--- config.mk ---
export PLATFORM = sky130hd
export DESIGN_NAME = tcw_front
export DESIGN_NICKNAME = d
export VERILOG_FILES = /design/src/rtl/tcw_pkg.sv /design/src/rtl/tcw_front.sv
export SDC_FILE = /design/constraint.sdc
export NUM_CORES = 1
export LEC_CHECK = 0
export BUFFER_PORTS_ARGS = -buffer_cell sky130_fd_sc_hd__buf_2
export CAP_MARGIN = 40
export CORE_ASPECT_RATIO = 0.9
export CORE_MARGIN = 10
export CORE_UTILIZATION = 46
export CTS_CLUSTER_SIZE = 10
export DETAILED_ROUTE_END_ITERATION = 10
export PLACE_DENSITY_LB_ADDON = 0.3
export SYNTH_ARGS = -nofsm -noshare
export SYNTH_HDL_FRONTEND = slang
export SYNTH_SLANG_ARGS = --single-unit
--- constraint.sdc ---
create_clock -name clk -period 1.9 [get_ports clk]
set_clock_uncertainty 0.15 [all_clocks]
set_input_delay 0.19 -clock clk [delete_from_list [all_inputs] [get_ports clk]]
set_output_delay 0.19 -clock clk [all_outputs]
set_load 0.005 [all_outputs]
--- src/rtl/tcw_pkg.sv ---
// tcw_pkg: shared constants, command and state types of the text console writer.
// Used by tcw_front, tcw_back and text_console_writer; depends on nothing.
package tcw_pkg;

	// screen geometry
	localparam int COLUMNS = 80;
	localparam int ROWS    = 25;
	localparam int CELLS   = ROWS * COLUMNS;
	localparam int MOVED   = CELLS - COLUMNS;
	localparam int ADDR_W  = $clog2(CELLS);

	// port widths fixed by the field definitions
	localparam int KIND_W     = 2;
	localparam int CHAR_W     = 8;
	localparam int COLOR_W    = 8;
	localparam int NIBBLE_W   = 4;
	localparam int CELL_IDX_W = 11;
	localparam int ROW_W      = 5;
	localparam int COL_W      = 7;
	localparam int CFG_IDX_W  = 4;

	// byte and color codes
	localparam logic [CHAR_W-1:0]   NEWLINE_BYTE = 8'd10;
	localparam logic [CHAR_W-1:0]   BLANK_BYTE   = 8'd32;
	localparam logic [COLOR_W-1:0]  RESET_COLOR  = 8'h0F;
	localparam logic [NIBBLE_W-1:0] RESET_FG     = 4'd15;
	localparam logic [NIBBLE_W-1:0] RESET_BG     = 4'd0;

	// input kind codes
	localparam logic [KIND_W-1:0] KIND_PUT   = 2'd0;
	localparam logic [KIND_W-1:0] KIND_CLEAR = 2'd1;
	localparam logic [KIND_W-1:0] KIND_READ  = 2'd2;

	// configuration register indexes
	localparam logic [CFG_IDX_W-1:0] REG_FOREGROUND = 4'd0;
	localparam logic [CFG_IDX_W-1:0] REG_BACKGROUND = 4'd1;

	// command queue depth
	localparam int QDEPTH = 2;
	localparam int QPTR_W = $clog2(QDEPTH);
	localparam int QCNT_W = $clog2(QDEPTH + 1);

	// classified operations
	typedef enum logic [2:0] {
		OP_NOP,
		OP_PUT,
		OP_NEWLINE,
		OP_CLEAR,
		OP_READ
	} op_t;

	typedef struct packed {
		op_t                     op;
		logic [CHAR_W-1:0]       character;
		logic [ADDR_W-1:0]       index;
	} cmd_t;

	// head of the command queue as seen by the back end
	typedef struct packed {
		logic valid;
		cmd_t cmd;
	} q_head_t;

	// back end sequencer states
	typedef enum logic [2:0] {
		ST_INIT,
		ST_IDLE,
		ST_READ,
		ST_WRITE,
		ST_CLEAR,
		ST_SCROLL,
		ST_BLANK,
		ST_DONE
	} state_t;

endpackage

--- src/rtl/tcw_front.sv ---
// tcw_front: accepts input transactions, classifies them into commands and
// holds them in a short queue for the back end. Depends on tcw_pkg.
module tcw_front (
	input  logic                            clk,
	input  logic                            arst_n,
	input  logic                            push,
	output logic                            full,
	input  logic [tcw_pkg::KIND_W-1:0]      kind,
	input  logic [tcw_pkg::CHAR_W-1:0]      character,
	input  logic [tcw_pkg::CELL_IDX_W-1:0]  cell_index,
	input  logic                            init_busy,
	output tcw_pkg::q_head_t                head,
	input  logic                            head_pop
);

	tcw_pkg::cmd_t                    q_q [tcw_pkg::QDEPTH];
	logic [tcw_pkg::QPTR_W-1:0]       wr_ptr_q;
	logic [tcw_pkg::QPTR_W-1:0]       rd_ptr_q;
	logic [tcw_pkg::QCNT_W-1:0]       count_q;
	tcw_pkg::cmd_t                    cmd_in;
	logic                             accept;
	logic                             take;

	// classify the incoming item
	always_comb begin
		cmd_in.character = character;
		cmd_in.index     = cell_index[tcw_pkg::ADDR_W-1:0];
		cmd_in.op        = tcw_pkg::OP_NOP;
		if (kind == tcw_pkg::KIND_PUT) begin
			cmd_in.op = (character == tcw_pkg::NEWLINE_BYTE) ? tcw_pkg::OP_NEWLINE
			                                                 : tcw_pkg::OP_PUT;
		end else if (kind == tcw_pkg::KIND_CLEAR) begin
			cmd_in.op = tcw_pkg::OP_CLEAR;
		end else if (kind == tcw_pkg::KIND_READ) begin
			// out-of-range reads behave as no-ops
			if (cell_index < tcw_pkg::CELL_IDX_W'(tcw_pkg::CELLS))
				cmd_in.op = tcw_pkg::OP_READ;
		end
	end

	// queue handshake; no items while the screen is cleared after reset
	assign full   = (count_q == tcw_pkg::QCNT_W'(tcw_pkg::QDEPTH)) || init_busy;
	assign accept = push && !full;
	assign take   = head_pop && head.valid;

	assign head.valid = (count_q != '0);
	assign head.cmd   = q_q[rd_ptr_q];

	// queue storage
	always_ff @(posedge clk) begin
		if (accept)
			q_q[wr_ptr_q] <= cmd_in;
	end

	// queue pointers
	always_ff @(posedge clk or negedge arst_n) begin
		if (!arst_n) begin
			wr_ptr_q <= '0;
			rd_ptr_q <= '0;
			count_q  <= '0;
		end else begin
			if (accept)
				wr_ptr_q <= wr_ptr_q + 1'b1;
			if (take)
				rd_ptr_q <= rd_ptr_q + 1'b1;
			if (accept && !take)
				count_q <= count_q + 1'b1;
			else if (take && !accept)
				count_q <= count_q - 1'b1;
		end
	end

endmodule

==> key figures, run 1 <==
Clock tree
  • Root Buffer Master: clkbuf_8
  • Clock Latency Late Sink: 0.29 ns
  • Setup repair bufs after CTS: 0
  • CTS buffer count: 5
  • # H-tree levels: 2
  • Worst-path clk slew: 0.08 ns
  • CTS tree: built
  • Max Root-Sink Buffers: 2
  • Num Clock Sinks: 48

Synthesis
  • Ys async rst share: 0.0833
  • Syn_nets: 125
  • Main synth FF type: edfxtp_1
  • Ys Warns: 0
  • Mapped cell area: 1870 sq um
  • Sequential element share of the synthesized area: 0.762
  • Cell taking the most area after synthesis: edfxtp_1
  • Cells after Synth: 98
  • Top post-synthesis cells by area: edfxtp_1, mux2_2, dfrtp_1
  • Post-synth EDFFs: 44
  • Netlist cell types: 21
  • Synth Register Bits: 48
  • Mean area per synthesized cell: 19.0 sq um
  • Yosys top cell area share: 0.708

Finish
  • Finished Layout Cells: 225
  • Fin area: 2500 sq um
  • Nets: 205
  • Finished Core Util: 0.657
  • Area grow syn2layout: 34.3%
  • Filler instances: 270
  • Share of post-route cells with drive strength above 1: 0.492
  • Antenna Cells: 0

Power and ir drop
  • PD cells: 1200 nW/um^2
  • P_leak: 0.988 nW
  • Pwr Total: 3.00 mW
  • Max VDD drop: 687 uV

STA
  • Fmax: 583 MHz
  • Period minus WS final: 1.72 ns
  • Slew @ Worst Pin: 0.517 ns
  • Hold WS: 0.0458 ns
  • Final Hold Viols: 0
  • Fin crit share: 0.903
  • Final setup violating endpoints: 0
  • Final TNS setup: 0 ns
  • RSZ-0062 raised after global routing: no
  • Final setup margin: 0.185 ns
  • Pins over their slew limit: 0
  • Worst slew margin: 0.651

Die
  • Core area: 3810 sq um
  • Die area: 7010 sq um
  • Initial core utilization: 0.490
  • Die Wd: 87.1 microns
  • Io pins: 50
  • Die height: 80.4 microns
  • Cell Rows: 21

Global routing
  • Vias in the first global route: 1,222
  • GRT overflow: 0
  • First-pass GRT wire length: 5.93 mm
  • Largest net degree at the start of global routing: 16
  • Initial antenna violation count: 0
  • GRT met2 Usage: 0.194
  • Met1 usage: 0.111
  • All-Layer GR Usage: 0.108
  • Met3 global-route usage: 0.0474
  • Busiest grt layer: met2

Route
  • Vias per std cell: 4.90
  • DRT Wirelength: 3.70 mm
  • DRT antenna net count: 0
  • 1st-pass router iterations: 4
  • Avg WL per Cell: 16.5 microns
  • Vias: 1,103
  • Post-route DRC violation count: 0
  • DR iter-0 viols: 74

Placement
  • Gpl congestion: 0.691
  • Port Buf Inserts: 49
  • Worst slack, placed: 0.327 ns
  • Placed cells: 197
  • Dpl hpwl: 2.68 mm
  • Dpl cell area: 2190 sq um

Critical path
  • R2r setup slk: 0.29 ns
  • CP max FO: 15
  • WS Path Type: reg -> out
  • Terminus of the critical flop-to-flop path: count_q[1]
  • CP Data Required Time: 1.56 ns
  • Endpoint type of the worst setup path: output pin
  • Worst reg2reg startpoint: count_q[0]
  • Reg2Reg Depth: 6
  • Crit path DAT: 1.38 ns
  • Startpoint types: flip-flop

Job
  • Max-cap violations: 0

Worst hold path
  • Worst Hold Launch: head_pop
  • Hold Crit Depth: 3
  • WHS Endpoint: rd_ptr_q
  • Tightest Hold Check Type: in -> reg

Run status
  • Outcome: finished, final reports clean
[flip-flops by register name, indices dropped and copies added (netlist names)]
name / cells
count_q: 2
q_q: 44
rd_ptr_q: 1
wr_ptr_q: 1
[final cells by class]
| type | count | area, sq um | share of cell area |
|---|---|---|---|
| sequential | 48 | 1420 | 0.567 |
| timing repair buffer | 75 | 490 | 0.196 |
| multi-input combinational | 43 | 405 | 0.162 |
| clock buffer | 5 | 68.8 | 0.0275 |
| tap | 46 | 57.6 | 0.0230 |
| clock inverter | 3 | 42.5 | 0.0170 |
| inverter | 5 | 18.8 | 0.00749 |
[worst max-delay path, cell delays in order (launching register included)]
cell and delay [ns]:
dfrtp_1 0.35, buf_4 0.23, mux2_2 0.37, buf_2 0.13
[cell families (layout without fill, tap and decap cells)]
logic type,Yosys count,after routing,synth area share
buffers and inverters,7,88,0.0221
AOI/OAI and AO/OA,6,6,0.0248
xor gates and xnor gates,5,5,0.0235
DFF,48,48,0.762
and+or+nand+nor,9,9,0.0282
adders and majority gates,1,1,0.00671
muxes,22,22,0.133
[synth_stat cells (2+ instances only)]
cell type / instances
edfxtp_1: 44
xnor2_1: 4
buf_6: 2
dfrtp_1: 4
inv_1: 5
mux2_2: 22
nor2_1: 3
[how the worst max path moves through the flow]
stage	slack, ns	end	startpoint
6_report	0.18	head[20]	rd_ptr_q
5_1_grt	0.11	q_q[0][19]	character[0]
2_1_floorplan	0.15	q_q[1][0]	count_q[1]
3_5_place_dp	0.33	count_q[1]	count_q[0]
4_1_cts	0.16	head[20]	rd_ptr_q
3_3_place_gp	0.39	count_q[1]	count_q[0]
[power by group]
group	internal (mW)	switching, mW	leakage, nW
clock	0.389	0.317	0.0541
combinational	0.489	0.407	0.484
sequential	1.33	0.0646	0.449
[cells in the final DEF, fill, tap and decap left out]
cell / Yosys / layout
a21oi_1: 1 / 1
a31oi_1: 1 / 1
and3_1: 1 / 1
buf_2: 0 / 49
buf_4: 0 / 6
bufinv_16: 0 / 1
clkbuf_8: 0 / 5
clkinv_2: 0 / 1
clkinvlp_4: 0 / 1
dfrtp_1: 4 / 4
dlygate4sd3_1: 0 / 20
edfxtp_1: 44 / 44
ha_1: 1 / 1
inv_1: 5 / 5
mux2_2: 22 / 22
nand2_1: 1 / 1
nand4_1: 1 / 1
nor2_1: 3 / 2
nor2_2: 0 / 1
nor4_1: 1 / 1
nor4bb_1: 1 / 1
o211a_1: 1 / 1
o211ai_2: 1 / 1
o21a_1: 1 / 1
o21ai_0: 1 / 1
or2_4: 1 / 1
xnor2_1: 4 / 4
xor2_1: 1 / 1
[layer usage]
layer | vias up | part of all wire | routed length [microns]
li1 | 533 | - | -
met1 | 534 | 0.38 | 1400
met2 | 30 | 0.53 | 1950
met3 | 6 | 0.082 | 303
met4 | 0 | 0.011 | 42
met5 | - | 0 | 0
[what timing repair did]
item	CTS	global route
hold buffers	20	0
resized for setup	0	0
endpoints found under the hold margin	42	0
(Power assumes the default switching activity.)
==> inputs of run 2 (changes only) <==
- ABC_AREA: default -> 1
- CORE_UTILIZATION: 46 -> 47
- RECOVER_POWER: default -> 25
==> run 2 against run 1 <==
  * Synthesized cell count rose by 73%
  * Wire length rose by 11%
  * Register-to-register slack better by 0.07 ns
  * First-iteration DRC count is 35% higher
  * Non-clock buffer count fell by 2
  * Synthesized area increased by 4.3%
  * Total power increased by 3.4%
  * Die area increased by 1.6%
  * Via count up 24%
==> key figures, run 2 <==
Finish
  • Share of post-route cells with drive strength above 1: 0.227 (-0.265)
  • Largest register FFs: 44 (unchanged)
  • Reg with most FFs: q_q
  • Finished Core Util: 0.635 (-0.0230)
  • Biggest regs: q_q x44, count_q x2
  • Most frequent cells in the layout: nand2_1, edfxtp_1, buf_2, dlygate4sd3_1, clkbuf_1
  • Antenna Cells: 0 (unchanged)
  • Nets: 273 (+33%)
  • Finished Layout Cells: 295 (+31%)
  • Most common cell after layout, fill and taps aside: nand2_1
  • Area grow syn2layout: 32.0%

Route
  • Post-route DRC violation count: 0 (unchanged)
  • 1st-pass router iterations: 4 (unchanged)
  • DRT Wirelength: 4.12 mm (+11%)
  • DRT antenna net count: 0 (unchanged)
  • DR iter-0 viols: 100 (+35%)
  • Vias per std cell: 4.65 (-5.1%)
  • Avg WL per Cell: 14.0 microns (-15%)
  • Vias: 1,372 (+24%)

Clock tree
  • Worst-path clk slew: 0.08 ns (about the same)
  • Num Clock Sinks: 48 (unchanged)
  • Max Root-Sink Buffers: 2 (unchanged)
  • # H-tree levels: 2 (unchanged)
  • Root Buffer Master: clkbuf_8
  • Setup repair bufs after CTS: 0 (unchanged)
  • CTS buffer count: 5 (unchanged)
  • CTS resizes: 0 (unchanged)
  • CTS tree: built
  • CTS hold repair buffers: 20 (unchanged)
  • Clock Latency Late Sink: 0.28 ns (about the same)

Run status
  • Outcome: finished, final reports clean

Synthesis
  • Top post-synthesis cells by area: edfxtp_1, nand2_1, dfrtp_1
  • Most frequent cell after synthesis: nand2_1
  • Yosys top cell area share: 0.679 (-0.0291)
  • Sequential element share of the synthesized area: 0.731 (-0.0314)
  • Mapped cell area: 1950 sq um (+4.3%)
  • Post-synth top cells: nand2_1, edfxtp_1, inv_1
  • Ys Warns: 0 (unchanged)
  • Ys async rst share: 0.0833 (unchanged)
  • Mean area per synthesized cell: 11.4 sq um (-40%)
  • Syn_nets: 197 (+58%)
  • Cells after Synth: 170 (+73%)
  • Cell taking the most area after synthesis: edfxtp_1
  • Synth Register Bits: 48 (unchanged)
  • Post-synth EDFFs: 44 (unchanged)
  • Main synth FF type: edfxtp_1
  • Netlist cell types: 18 (-14%)

Die
  • Initial core utilization: 0.481 (-0.00883)
  • Io pins: 50 (unchanged)
  • Die area: 7120 sq um (+1.6%)
  • Die height: 81.0 microns (+0.78%)
  • Cell Rows: 22 (+4.8%)
  • Die Wd: 87.8 microns (+0.80%)
  • Core area: 4050 sq um (+6.2%)

Critical path
  • Startpoint types: flip-flop
  • Crit-path slowest cell: dfrtp_1
  • Worst path most repeated cell: nand2_1
  • Crit path DAT: 1.31 ns (-0.07 ns)
  • Max stage delay on crit path: 0.39 ns (+0.02 ns)
  • CP cell instances: inv_2 -> nand2_1 -> nand2_1 -> buf_2
  • CP Data Required Time: 1.56 ns (about the same)
  • WS Path Type: reg -> out
  • Endpoint type of the worst setup path: output pin
  • CP max FO: 23 (+8)

STA
  • RSZ-0062 raised after global routing: no
  • Slew @ Worst Pin: 0.410 ns (-0.108 ns)
  • Final TNS setup: 0 ns (unchanged)
  • Fmax: 605 MHz (+3.8%)
  • Fin crit share: 0.869 (-0.0335)
  • Period minus WS final: 1.65 ns (-0.0636 ns)
  • Final setup violating endpoints: 0 (unchanged)
  • Final Hold Viols: 0 (unchanged)
  • Pins over their slew limit: 0 (unchanged)
  • Worst slew margin: 0.727 (+0.0760)

Power and ir drop
  • Max VDD drop: 710 uV (+3.4%)
  • P_leak: 1.14 nW (+16%)
  • PD cells: 1210 nW/um^2 (+0.89%)

Placement
  • Placed cells: 267 (+36%)
  • Gpl congestion: 0.773 (+12%)
  • Port Buf Inserts: 49 (unchanged)
  • Dpl hpwl: 2.74 mm (+2.1%)

Global routing
  • Vias in the first global route: 1,415 (+16%)
  • Largest net degree at the start of global routing: 24 (+8)
  • Initial antenna violation count: 0 (unchanged)
  • GRT overflow: 0 (unchanged)
  • First-pass GRT wire length: 6.47 mm (+9.1%)
  • All-Layer GR Usage: 0.115 (+0.00724)

Job
  • Max-cap violations: 0 (unchanged)

Worst hold path
  • Tightest Hold Check Type: in -> reg
## run 2: cell types whose count changed in the layout (fill, tap and decap cells not counted), sizes merged, moves of 3 or more
cell / change
nand2: +84
mux2: -22
buf: -15
clkbuf: +14
inv: +11
nor2: +4
nand3: +3
xnor2: -3
## run 2: cells by family (layout without fill, tap and decap cells)
| family | after synthesis | after routing | synth area share |
|---|---|---|---|
| and+or+nand+nor | 98 | 98 | 0.210 |
| DFF | 48 | 48 | 0.731 |
| adders and majority gates | 1 | 1 | 0.00643 |
| buffers and inverters | 20 | 97 | 0.0412 |
| AOI/OAI and AO/OA | 1 | 1 | 0.00257 |
| xor gates and xnor gates | 2 | 2 | 0.00900 |
## run 2: per-layer routing
metal,wire [microns],part of all wire,GRT usage
met1,1730,0.42,0.135
met2,2060,0.50,0.196
met3,292,0.071,0.0420
met4,31,0.0075,0.0287
met5,0,0,0
## run 2: critical path: cells and delay by family (launching register included)
kind / cells / cell delay [ns]
buf+inv: 2 / 0.44
flops: 1 / 0.39
simple gates: 2 / 0.19
## run 2: area by class of cell
type	count	area, sq um
tap	48	60.1
sequential	48	1420
clock inverter	2	35.0
clock buffer	6	72.6
fill	324	1480
inverter	16	60.1
multi-input combinational	102	447
timing repair buffer	73	472
## run 2: per-stage QoR
step | hold WS [ns] | power (mW) | worst slack (ns) | area (sq um)
2_1_floorplan | -0.256 | 1.98 | 0.177 | 1950
3_5_place_dp | -0.143 | 2.41 | 0.363 | 2280
5_1_grt | 0.0179 | 3.30 | 0.130 | 2570
3_3_place_gp | -0.147 | 2.39 | 0.408 | 2280
6_report | 0.0267 | 3.10 | 0.248 | 2570
4_1_cts | 0.0187 | 3.14 | 0.240 | 2580
## run 2: report_power, final
part | switching (mW) | internal [mW] | leakage, nW
registers | 0.0682 | 1.33 | 0.451
clock network | 0.313 | 0.391 | 0.0552
logic | 0.602 | 0.397 | 0.636
total | 0.983 | 2.12 | 1.14
## run 2: final timing paths
check                        endpoint       start  slack (ns)  cells after the start
min in group asynchronous  count_q[1]      arst_n        0.12                      2
max                          head[19]    rd_ptr_q        0.25                      4
max in group asynchronous    wr_ptr_q      arst_n        1.27                      2
min reg2reg                count_q[0]  count_q[0]        0.38                      1
max reg2reg                count_q[1]  count_q[0]        0.36                      9
min                          rd_ptr_q    head_pop        0.03                      3
